`src/hw/rtl/lidar_frame_parse_calibrate_core_macros.svh`:
```
// Assertion macros shared by the lidar frame parser RTL.
// Depends on nothing; included by the files that carry assertions.
`ifndef LIDAR_FRAME_PARSE_CALIBRATE_CORE_MACROS_SVH
`define LIDAR_FRAME_PARSE_CALIBRATE_CORE_MACROS_SVH

// Same-cycle implication, disabled while reset is asserted.
`define LFPC_ASSERT_NOW(label, clk, rst_n, ante, cons) \
    label: assert property (@(posedge clk) disable iff (!rst_n) (ante) |-> (cons)) \
        else $error("lfpc assertion failed");

// Next-cycle implication, disabled while reset is asserted.
`define LFPC_ASSERT_NEXT(label, clk, rst_n, ante, cons) \
    label: assert property (@(posedge clk) disable iff (!rst_n) (ante) |=> (cons)) \
        else $error("lfpc assertion failed");

`endif

```
`src/hw/rtl/lfpc_pkg.sv`:
```
// Types and constants of the lidar frame parser and calibrator.
// No dependencies; imported by every module of the block but lfpc_queue.
`default_nettype none

package lfpc_pkg;

    localparam int FRAME_BYTES = 7;
    localparam logic [2:0] LAST_BODY_IDX = 3'(FRAME_BYTES - 1);

    localparam logic [7:0] HDR_BYTE = 8'h59;
    localparam logic [7:0] SUM_SEED = 8'hB2;

    // floor(m / 100) == (m * RECIP_100) >> RECIP_SHIFT for every m below 2**23
    localparam int RECIP_SHIFT = 30;
    localparam logic [23:0] RECIP_100 = 24'd10737419;
    localparam logic signed [37:0] ROUND_HALF = 38'sd50;
    // n + 50 at or above this gives more than 65535 after the divide
    localparam logic signed [37:0] SAT_BOUND = 38'sd6553600;

    typedef enum logic [2:0] {
        CFG_GAIN_CENTI  = 3'd0,
        CFG_OFFSET_MM   = 3'd1,
        CFG_MAX_DIST_MM = 3'd2,
        CFG_MIN_DIST_MM = 3'd3,
        CFG_SKIP_LIMIT  = 3'd4
    } cfg_index_t;

    typedef enum logic [2:0] {
        STAT_OK        = 3'd0,
        STAT_OVERFLOW  = 3'd1,
        STAT_UNDERFLOW = 3'd2,
        STAT_BAD_SUM   = 3'd3,
        STAT_NO_HEADER = 3'd4
    } status_t;

    typedef enum logic [1:0] {
        JOB_GOOD    = 2'd0,
        JOB_BAD_SUM = 2'd1,
        JOB_NO_HDR  = 2'd2
    } job_kind_t;

    typedef enum logic {
        PS_HUNT = 1'b0,
        PS_BODY = 1'b1
    } parse_state_t;

    typedef struct packed {
        job_kind_t   kind;
        logic [15:0] raw_cm;
    } job_t;

    typedef struct packed {
        logic [15:0]        gain_centi;
        logic signed [15:0] offset_mm;
        logic [15:0]        max_dist_mm;
        logic [15:0]        min_dist_mm;
        logic [7:0]         skip_limit;
    } cfg_t;

endpackage

`default_nettype wire

```
`src/hw/rtl/lidar_frame_parse_calibrate_core.sv`:
```
// Range sensor serial frame parser with distance calibration.
// Channels: rx_byte in on in_valid/in_ready; one result (distance_mm,
// status) out on out_valid/out_ready per finished frame or missing header.
// Configuration: write cfg_wdata to register cfg_index while cfg_wr_en is
// high (0 gain, 1 offset, 2 max limit, 3 min limit, 4 skip limit); write
// only while no result is pending.
// Throughput: one byte per clock. The parser takes a byte every cycle while
// the four-stage calibration pipeline and its job queue keep up.
// Path: a job posted at the edge that accepts the checksum byte (or the
// byte that exhausts the skip limit) passes the job queue, the gain
// multiply, the offset add and the reciprocal multiply that divides by
// 100, and then shows on out_valid from the output register.
// Receiver stall: the output register holds its result and the pipeline
// holds; the queue absorbs QUEUE_DEPTH jobs and in_ready falls once full.
// Reset: registers take their reset values, the parser hunts for a header,
// the queue and pipeline empty. No clearing pass is needed.
// Depends on lfpc_pkg, lfpc_front, lfpc_queue, lfpc_back.
`default_nettype none

module lidar_frame_parse_calibrate_core
    import lfpc_pkg::*;
#(
    parameter int QUEUE_DEPTH = 2
) (
    input  wire logic        clk,
    input  wire logic        rst_n,
    input  wire logic        cfg_wr_en,
    input  wire logic [2:0]  cfg_index,
    input  wire logic [15:0] cfg_wdata,
    input  wire logic        in_valid,
    output logic             in_ready,
    input  wire logic [7:0]  rx_byte,
    output logic             out_valid,
    input  wire logic        out_ready,
    output logic [15:0]      distance_mm,
    output logic [2:0]       status
);

    cfg_t cfg_reg;
    cfg_t cfg_next;
    logic queue_full;
    logic push;
    job_t push_job;
    logic job_valid;
    job_t job;
    logic job_pop;

    always_comb
    begin
        cfg_next = cfg_reg;
        if (cfg_wr_en)
        begin
            unique case (cfg_index)
                CFG_GAIN_CENTI:  cfg_next.gain_centi  = cfg_wdata;
                CFG_OFFSET_MM:   cfg_next.offset_mm   = $signed(cfg_wdata);
                CFG_MAX_DIST_MM: cfg_next.max_dist_mm = cfg_wdata;
                CFG_MIN_DIST_MM: cfg_next.min_dist_mm = cfg_wdata;
                CFG_SKIP_LIMIT:  cfg_next.skip_limit  = cfg_wdata[7:0];
                default:         cfg_next = cfg_reg;
            endcase
        end
    end

    always_ff @(posedge clk or negedge rst_n)
    begin
        if (!rst_n)
        begin
            cfg_reg.gain_centi  <= 16'd100;
            cfg_reg.offset_mm   <= 16'sd0;
            cfg_reg.max_dist_mm <= 16'd12000;
            cfg_reg.min_dist_mm <= 16'd300;
            cfg_reg.skip_limit  <= 8'd32;
        end
        else
        begin
            cfg_reg <= cfg_next;
        end
    end

    lfpc_front u_front (
        .clk        (clk),
        .rst_n      (rst_n),
        .skip_limit (cfg_reg.skip_limit),
        .in_valid   (in_valid),
        .in_ready   (in_ready),
        .rx_byte    (rx_byte),
        .queue_full (queue_full),
        .push       (push),
        .push_job   (push_job)
    );

    lfpc_queue #(
        .WIDTH ($bits(job_t)),
        .DEPTH (QUEUE_DEPTH)
    ) u_queue (
        .clk       (clk),
        .rst_n     (rst_n),
        .push      (push),
        .push_data (push_job),
        .full      (queue_full),
        .pop       (job_pop),
        .not_empty (job_valid),
        .pop_data  (job)
    );

    lfpc_back u_back (
        .clk         (clk),
        .rst_n       (rst_n),
        .cfg         (cfg_reg),
        .job_valid   (job_valid),
        .job         (job),
        .job_pop     (job_pop),
        .out_valid   (out_valid),
        .out_ready   (out_ready),
        .distance_mm (distance_mm),
        .status      (status)
    );

endmodule

`default_nettype wire

```
`src/hw/rtl/lfpc_queue.sv`:
```
// Short register FIFO that decouples the frame parser from the calibrator.
// Generic in width and depth; no package dependency.
`default_nettype none
`include "lidar_frame_parse_calibrate_core_macros.svh"

module lfpc_queue #(
    parameter int WIDTH = 18,
    parameter int DEPTH = 2
) (
    input  wire logic             clk,
    input  wire logic             rst_n,
    input  wire logic             push,
    input  wire logic [WIDTH-1:0] push_data,
    output logic                  full,
    input  wire logic             pop,
    output logic                  not_empty,
    output logic [WIDTH-1:0]      pop_data
);

    localparam int AW = (DEPTH > 1) ? $clog2(DEPTH) : 1;
    localparam int CW = $clog2(DEPTH + 1);
    localparam logic [AW-1:0] LAST_PTR = AW'(DEPTH - 1);
    localparam logic [CW-1:0] FULL_CNT = CW'(DEPTH);

    logic [WIDTH-1:0] slot_reg [DEPTH];
    logic [AW-1:0]    wr_ptr_reg;
    logic [AW-1:0]    wr_ptr_next;
    logic [AW-1:0]    rd_ptr_reg;
    logic [AW-1:0]    rd_ptr_next;
    logic [CW-1:0]    count_reg;
    logic [CW-1:0]    count_next;
    logic             do_push;
    logic             do_pop;

    assign full      = (count_reg == FULL_CNT);
    assign not_empty = (count_reg != '0);
    assign pop_data  = slot_reg[rd_ptr_reg];
    assign do_push   = push && !full;
    assign do_pop    = pop && not_empty;

    always_comb
    begin
        wr_ptr_next = wr_ptr_reg;
        rd_ptr_next = rd_ptr_reg;
        count_next  = count_reg;
        if (do_push)
        begin
            wr_ptr_next = (wr_ptr_reg == LAST_PTR) ? '0 : wr_ptr_reg + AW'(1);
        end
        if (do_pop)
        begin
            rd_ptr_next = (rd_ptr_reg == LAST_PTR) ? '0 : rd_ptr_reg + AW'(1);
        end
        if (do_push && !do_pop)
        begin
            count_next = count_reg + CW'(1);
        end
        else if (do_pop && !do_push)
        begin
            count_next = count_reg - CW'(1);
        end
    end

    always_ff @(posedge clk or negedge rst_n)
    begin
        if (!rst_n)
        begin
            wr_ptr_reg <= '0;
            rd_ptr_reg <= '0;
            count_reg  <= '0;
        end
        else
        begin
            wr_ptr_reg <= wr_ptr_next;
            rd_ptr_reg <= rd_ptr_next;
            count_reg  <= count_next;
        end
    end

    always_ff @(posedge clk)
    begin
        if (do_push)
        begin
            slot_reg[wr_ptr_reg] <= push_data;
        end
    end

    // a push into a full queue would drop a job
    `LFPC_ASSERT_NOW(a_no_push_when_full, clk, rst_n, full, !push)
    `LFPC_ASSERT_NEXT(a_count_bounded, clk, rst_n, 1'b1, count_reg <= FULL_CNT)

endmodule

`default_nettype wire

```
`src/hw/rtl/lfpc_front.sv`:
```
// Front end: accepts received bytes, hunts for the header, checks the sum
// and posts one job per finished frame or missing header. Uses lfpc_pkg.
`default_nettype none
`include "lidar_frame_parse_calibrate_core_macros.svh"

module lfpc_front
    import lfpc_pkg::*;
(
    input  wire logic       clk,
    input  wire logic       rst_n,
    input  wire logic [7:0] skip_limit,
    input  wire logic       in_valid,
    output logic            in_ready,
    input  wire logic [7:0] rx_byte,
    input  wire logic       queue_full,
    output logic            push,
    output job_t            push_job
);

    parse_state_t state_reg;
    parse_state_t state_next;
    logic [7:0]   prev_reg;
    logic [7:0]   prev_next;
    logic [7:0]   skip_reg;
    logic [7:0]   skip_next;
    logic [2:0]   idx_reg;
    logic [2:0]   idx_next;
    logic [7:0]   sum_reg;
    logic [7:0]   sum_next;
    logic [15:0]  raw_reg;
    logic [15:0]  raw_next;

    assign in_ready = !queue_full;

    always_ff @(posedge clk or negedge rst_n)
    begin
        if (!rst_n)
        begin
            state_reg <= PS_HUNT;
            prev_reg  <= '0;
            skip_reg  <= '0;
            idx_reg   <= '0;
            sum_reg   <= SUM_SEED;
            raw_reg   <= '0;
        end
        else
        begin
            state_reg <= state_next;
            prev_reg  <= prev_next;
            skip_reg  <= skip_next;
            idx_reg   <= idx_next;
            sum_reg   <= sum_next;
            raw_reg   <= raw_next;
        end
    end

    always_comb
    begin
        state_next      = state_reg;
        prev_next       = prev_reg;
        skip_next       = skip_reg;
        idx_next        = idx_reg;
        sum_next        = sum_reg;
        raw_next        = raw_reg;
        push            = 1'b0;
        push_job.kind   = JOB_GOOD;
        push_job.raw_cm = raw_reg;
        if (in_valid && in_ready)
        begin
            unique case (state_reg)
                PS_HUNT:
                begin
                    if (prev_reg == HDR_BYTE && rx_byte == HDR_BYTE)
                    begin
                        state_next = PS_BODY;
                        prev_next  = '0;
                        skip_next  = '0;
                        idx_next   = '0;
                        sum_next   = SUM_SEED;
                    end
                    else if (skip_reg >= skip_limit)
                    begin
                        // give up on this stretch and restart the hunt
                        prev_next     = '0;
                        skip_next     = '0;
                        idx_next      = '0;
                        push          = 1'b1;
                        push_job.kind = JOB_NO_HDR;
                    end
                    else
                    begin
                        prev_next = rx_byte;
                        skip_next = skip_reg + 8'd1;
                    end
                end
                PS_BODY:
                begin
                    if (idx_reg >= LAST_BODY_IDX)
                    begin
                        state_next    = PS_HUNT;
                        prev_next     = '0;
                        skip_next     = '0;
                        idx_next      = '0;
                        push          = 1'b1;
                        push_job.kind = (sum_reg == rx_byte) ? JOB_GOOD : JOB_BAD_SUM;
                    end
                    else
                    begin
                        if (idx_reg == 3'd0)
                        begin
                            raw_next[7:0] = rx_byte;
                        end
                        else if (idx_reg == 3'd1)
                        begin
                            raw_next[15:8] = rx_byte;
                        end
                        sum_next = sum_reg + rx_byte;
                        idx_next = idx_reg + 3'd1;
                    end
                end
            endcase
        end
    end

    `LFPC_ASSERT_NOW(a_hunt_idx_zero, clk, rst_n, state_reg == PS_HUNT, idx_reg == 3'd0)
    `LFPC_ASSERT_NOW(a_body_clean, clk, rst_n, state_reg == PS_BODY,
                     skip_reg == 8'd0 && prev_reg == 8'd0)

endmodule

`default_nettype wire

```
`src/hw/rtl/lfpc_back.sv`:
```
// Back end: calibration pipeline (scale, gain, offset, round, saturate,
// classify) and the output register. Uses lfpc_pkg.
`default_nettype none
`include "lidar_frame_parse_calibrate_core_macros.svh"

module lfpc_back
    import lfpc_pkg::*;
(
    input  wire logic  clk,
    input  wire logic  rst_n,
    input  wire cfg_t  cfg,
    input  wire logic  job_valid,
    input  wire job_t  job,
    output logic       job_pop,
    output logic       out_valid,
    input  wire logic  out_ready,
    output logic [15:0] distance_mm,
    output logic [2:0]  status
);

    logic               advance;

    logic               s1_valid_reg;
    job_kind_t          s1_kind_reg;
    logic [35:0]        s1_prod_reg;

    logic               s2_valid_reg;
    job_kind_t          s2_kind_reg;
    logic               s2_neg_reg;
    logic               s2_sat_reg;
    logic [22:0]        s2_m_reg;

    logic               s3_valid_reg;
    job_kind_t          s3_kind_reg;
    logic               s3_neg_reg;
    logic               s3_sat_reg;
    logic [46:0]        s3_prod_reg;

    logic               out_valid_reg;
    logic [15:0]        dist_reg;
    status_t            status_reg;

    logic [19:0]        mm;
    logic signed [22:0] off_ext;
    logic signed [22:0] off100;
    logic signed [37:0] n_s;
    logic signed [37:0] m_s;
    logic [15:0]        quot;
    logic [15:0]        dist_next;
    status_t            status_next;

    // the whole pipeline holds while a result waits on the receiver
    assign advance = !out_valid_reg || out_ready;
    assign job_pop = advance && job_valid;

    assign mm      = {1'b0, job.raw_cm, 3'b000} + {3'b000, job.raw_cm, 1'b0};
    assign off_ext = 23'(cfg.offset_mm);
    assign off100  = (off_ext <<< 6) + (off_ext <<< 5) + (off_ext <<< 2);
    assign n_s     = $signed({2'b00, s1_prod_reg}) + 38'(off100);
    assign m_s     = n_s + ROUND_HALF;
    assign quot    = s3_prod_reg[RECIP_SHIFT+15:RECIP_SHIFT];

    always_comb
    begin
        if (s3_neg_reg)
        begin
            dist_next = '0;
        end
        else if (s3_sat_reg)
        begin
            dist_next = 16'hFFFF;
        end
        else
        begin
            dist_next = quot;
        end
        status_next = STAT_OK;
        unique case (s3_kind_reg)
            JOB_GOOD:
            begin
                priority if (dist_next >= cfg.max_dist_mm)
                begin
                    status_next = STAT_OVERFLOW;
                end
                else if (dist_next <= cfg.min_dist_mm)
                begin
                    status_next = STAT_UNDERFLOW;
                end
                else
                begin
                    status_next = STAT_OK;
                end
            end
            JOB_BAD_SUM:
            begin
                dist_next   = '0;
                status_next = STAT_BAD_SUM;
            end
            JOB_NO_HDR:
            begin
                dist_next   = '0;
                status_next = STAT_NO_HEADER;
            end
            default:
            begin
                dist_next   = '0;
                status_next = STAT_NO_HEADER;
            end
        endcase
    end

    always_ff @(posedge clk or negedge rst_n)
    begin
        if (!rst_n)
        begin
            s1_valid_reg  <= 1'b0;
            s2_valid_reg  <= 1'b0;
            s3_valid_reg  <= 1'b0;
            out_valid_reg <= 1'b0;
        end
        else if (advance)
        begin
            s1_valid_reg  <= job_valid;
            s2_valid_reg  <= s1_valid_reg;
            s3_valid_reg  <= s2_valid_reg;
            out_valid_reg <= s3_valid_reg;
        end
    end

    always_ff @(posedge clk)
    begin
        if (advance)
        begin
            s1_kind_reg <= job.kind;
            s1_prod_reg <= 36'(mm) * 36'(cfg.gain_centi);

            s2_kind_reg <= s1_kind_reg;
            s2_neg_reg  <= n_s[37];
            s2_sat_reg  <= !n_s[37] && (m_s >= SAT_BOUND);
            s2_m_reg    <= m_s[22:0];

            s3_kind_reg <= s2_kind_reg;
            s3_neg_reg  <= s2_neg_reg;
            s3_sat_reg  <= s2_sat_reg;
            s3_prod_reg <= 47'(s2_m_reg) * 47'(RECIP_100);

            dist_reg    <= dist_next;
            status_reg  <= status_next;
        end
    end

    assign out_valid   = out_valid_reg;
    assign distance_mm = dist_reg;
    assign status      = status_reg;

    `LFPC_ASSERT_NOW(a_neg_sat_exclusive, clk, rst_n, s2_valid_reg, !(s2_neg_reg && s2_sat_reg))
    `LFPC_ASSERT_NOW(a_error_zero_dist, clk, rst_n,
                     out_valid_reg && (status_reg == STAT_BAD_SUM || status_reg == STAT_NO_HEADER),
                     dist_reg == 16'd0)

endmodule

`default_nettype wire

```
`config.mk`:
```
export PLATFORM = sky130hd
export DESIGN_NAME = lidar_frame_parse_calibrate_core
export DESIGN_NICKNAME = d
export VERILOG_FILES = /design/src/hw/rtl/lfpc_pkg.sv /design/src/hw/rtl/lidar_frame_parse_calibrate_core.sv /design/src/hw/rtl/lfpc_queue.sv /design/src/hw/rtl/lfpc_front.sv /design/src/hw/rtl/lfpc_back.sv
export VERILOG_INCLUDE_DIRS = /design/src /design/src/hw/rtl
export SDC_FILE = /design/constraint.sdc
export NUM_CORES = 2
export LEC_CHECK = 0
export BUFFER_PORTS_ARGS = -buffer_cell sky130_fd_sc_hd__buf_2
export CAP_MARGIN = 20
export CELL_PAD_IN_SITES_DETAIL_PLACEMENT = 0
export CELL_PAD_IN_SITES_GLOBAL_PLACEMENT = 1
export CORE_AREA = 5 5 200 396
export DETAILED_ROUTE_END_ITERATION = 10
export DIE_AREA = 0 0 205 401
export GPL_ROUTABILITY_DRIVEN = 0
export HOLD_SLACK_MARGIN = 0.1
export PLACE_DENSITY = 0.71
export SYNTH_ARGS = -nofsm -noshare
export SYNTH_HDL_FRONTEND = slang
export SYNTH_SLANG_ARGS = --single-unit
```
`constraint.sdc`:
```
create_clock -name clk -period 9.1 [get_ports clk]
set_input_delay 1.82 -clock clk [delete_from_list [all_inputs] [get_ports clk]]
set_output_delay 1.82 -clock clk [all_outputs]
set_load 0.02 [all_outputs]
```
==> summary.md <==
| Metric | Value |
|---|---|
| Slowest stage delay, CP | `0.53 ns` |
| Area of the multi-input gates | `23970 µm²` |
| DP Wirelength | `76120 µm` |
| CP endpoint kind | `register` |
| Root buffer cell | `clkbuf_16` |
| Slew margin rel. | `34.27%` |
| Clk_lat worst skew | `0.62 ns` |
| Grt total ovfl | `0` |
| Fin cells | `4482` |
| Num rows | `143` |
| Synth area leader | `fa_1` |
| Synth Register Bits | `262` |
| CP max FO | `7` |
| Initial core utilization | `between 40 and 50%` |
| Number of max-cap violations | `0` |
| Status | `complete, no violations` |
| Ys flop type | `edfxtp_1` |
| DIE HEIGHT | `401 µm` |
| Vias per Instance | `5.286` |
| Max layer used | `met4` |
| Synth area leaders | `fa_1, ha_1, edfxtp_1` |
| Async set-reset flop share out of synthesis | `47.33%` |
| Min Tclk post-route | `8.583 ns` |
| Met2 Routed Length | `between 50000 and 60000 µm` |
| # setup viols final | `0` |
| Share of layout cells above drive strength 1 | `9.781%` |
| DRT Pass-1 Iters | `5` |
| I/O Buffers | `52` |
| YS warnings | `0` |
| Setup TNS Final | `0 ns` |
| HP Class | `reg2reg` |
| Post-Place Cells | `4421` |
| Peak Freq | `116.5 MHz` |
| CTS tree | `yes` |
| Crit path kind | `reg2reg` |
| Worst EP required | `around 9.4 ns` |
| I/O pins | `53` |
| Routed length on met1 | `27820 µm` |
| Synthesized net count | `about 4300` |
| Worst path most repeated cell | `fa_1` |
| Post-synth cell types | `92` |
| Cell count after synthesis | `3373` |
| Antenna-violating nets left | `0` |
| Vias | `about 24000` |
| 1st-iter DRT viols | `810` |
| CTS Buf Count | `28` |
| Initial antenna violation count | `1` |
| Hold_buf cts | `0` |
| Slew @ Worst Pin | `between 0.9 and 1 ns` |
| Area grow syn2layout | `9.004%` |
| Commonest cells post-synth | `inv_1, ha_1, fa_1` |
| Util after Layout | `between 40 and 50%` |
| EDFF count, synth | `138` |
| Pin count of the biggest net entering global routing | `67` |
| Skew final | `just over 0.06 ns` |
| Worst setup SP type | `register` |
| Htree depth | `1` |
| Vias in the first global route | `27160` |
| Layout fillers | `~7100` |
| Final worst setup slack | `0.5172 ns` |
| DIE WIDTH | `205 µm` |
| Worst-path clk slew | `approximately 0.08 ns` |
| DR WL/cell | `19.98 µm` |
| Sequential cell area | `7271 µm²` |
| Fin nets | `4410` |
| Period utilization | `94.32%` |
| Clk sinks | `262` |
| First-pass GRT wire length | `143400 µm` |
| Fin. Hold Viols | `0` |
| Critical path's slowest cell | `fa_1` |
| Pins Over Slew Limit | `0` |
| Netlist Area Pre-Place | `33850 µm²` |
| Post-Place Worst Slack | `-0.1971 ns` |
| Met3 wire length | `2023 µm` |
| Sequential area share after synthesis | `21.48%` |
| Max reg flops | `72` |
| Core ar. | `75680 µm²` |
| Share of the synthesized area in the top cell type | `between 20% and 30%` |
| WL final | `89540 µm` |
| Die area | `82210 µm²` |
| Synth Area per Inst | `10.04 µm²` |
| Residual DRC | `0` |
| Most common cell in the netlist | `inv_1` |
| Crit path DAT | `8.92 ns` |
| Clock Path Buffers | `3` |
| Global Route Usage Sum | `22.37%` |
## layout make-up
type                       instances  area share, %
antenna                            1       0.006782
sequential                       262          19.70
multi-input combinational       2360          64.97
tap                             1015          3.442
inverter                         656          6.673
clock buffer                      31          1.984
clock inverter                    21         0.6612
timing repair buffer             136          2.560
## per-stage QoR
stage                     hold WS [ns]  instance area [µm²]
after floorplan                 0.4003                33880
after global placement          0.4113                35620
after detailed placement        0.4119                35620
after CTS                       0.4190                36640
after global routing            0.4034                36900
final                           0.4176                36900
## path summary, 6_finish.rpt
kind	startpoint	endpoint	slack, ns	cells past startpoint
max	u_queue.rd_ptr_reg$_DFFE_PN0P_	u_back.s1_prod_reg[35]$_DFFE_PN_	0.52	40
min	u_back.s2_kind_reg[1]$_DFFE_PN_	u_back.s3_kind_reg[1]$_DFFE_PN_	0.42	0
max reg2reg	u_queue.rd_ptr_reg$_DFFE_PN0P_	u_back.s1_prod_reg[35]$_DFFE_PN_	0.52	40
min reg2reg	u_back.s2_kind_reg[1]$_DFFE_PN_	u_back.s3_kind_reg[1]$_DFFE_PN_	0.42	0
max in group asynchronous	rst_n	cfg_reg[68]$_DFFE_PN0P_	6.56	2
min in group asynchronous	rst_n	u_front.prev_reg[0]$_DFFE_PN0P_	1.16	1
## critical path, delay by kind of cell, from the launching register on
family	cells	cell delay, ns
adder cells (fa/ha/maj)	8	3.58
XOR/XNOR	2	0.25
AO/OA/AOI/OAI	17	2.69
multiplexers	1	0.24
flip-flops	1	0.43
AND/OR/NAND/NOR	5	0.51
buffers and inverters	7	0.62
## layer usage
metal,vias to the layer above,track usage (%)
li1,11100,-
met1,11820,20.18
met2,463,44.91
met3,314,1.764
met4,0,15.99
met5,-,0
## logic make-up (layout without fill, tap and decap cells)
group                    after synthesis  in the layout  share of synthesized area [%]
AO/OA/AOI/OAI                        436            436                          8.494
XOR/XNOR                             115            115                          2.998
adder cells (fa/ha/maj)              934            934                          44.55
buffers and inverters                751            844                          8.376
flip-flops                           262            262                          21.48
multiplexers                          73             73                          2.395
other                                  0              1                              0
AND/OR/NAND/NOR                      802            802                          11.71
## what timing repair did
action	CTS	global route
setup endpoints to repair	5	10
pin swaps	1	25
buffers inserted	0	6
gates cloned	0	1
resized for setup	10	51
## layout by cell type (no fill, tap or decap), drive strengths merged, types with 6 or more instances in the layout
cell type,Yosys,routed
o211a,8,8
a21boi,8,8
nor3,44,44
and2,133,133
mux2i,9,9
mux2,64,64
inv,656,661
o21ai,117,117
a21oi,108,108
a211o,6,6
a2111oi,6,6
nor4,14,14
dfrtp,105,105
and3,14,14
o21a,20,20
or3,7,7
o31ai,7,7
nand4,28,28
nor2,127,127
nand2,307,307
dfstp,19,19
a31oi,6,6
nor3b,6,6
o211ai,14,14
nand2b,35,35
o21bai,10,10
a211oi,10,10
nor2b,29,29
clkbuf,85,31
edfxtp,138,138
xnor2,67,67
ha,482,482
xor2,48,48
fa,452,452
or2,8,8
nand3,29,29
clkinv,0,10
buf,10,136
a21o,68,68
Power is not shown: default switching activity piles up to over one toggle a cycle in this logic, so the estimate is an artifact.
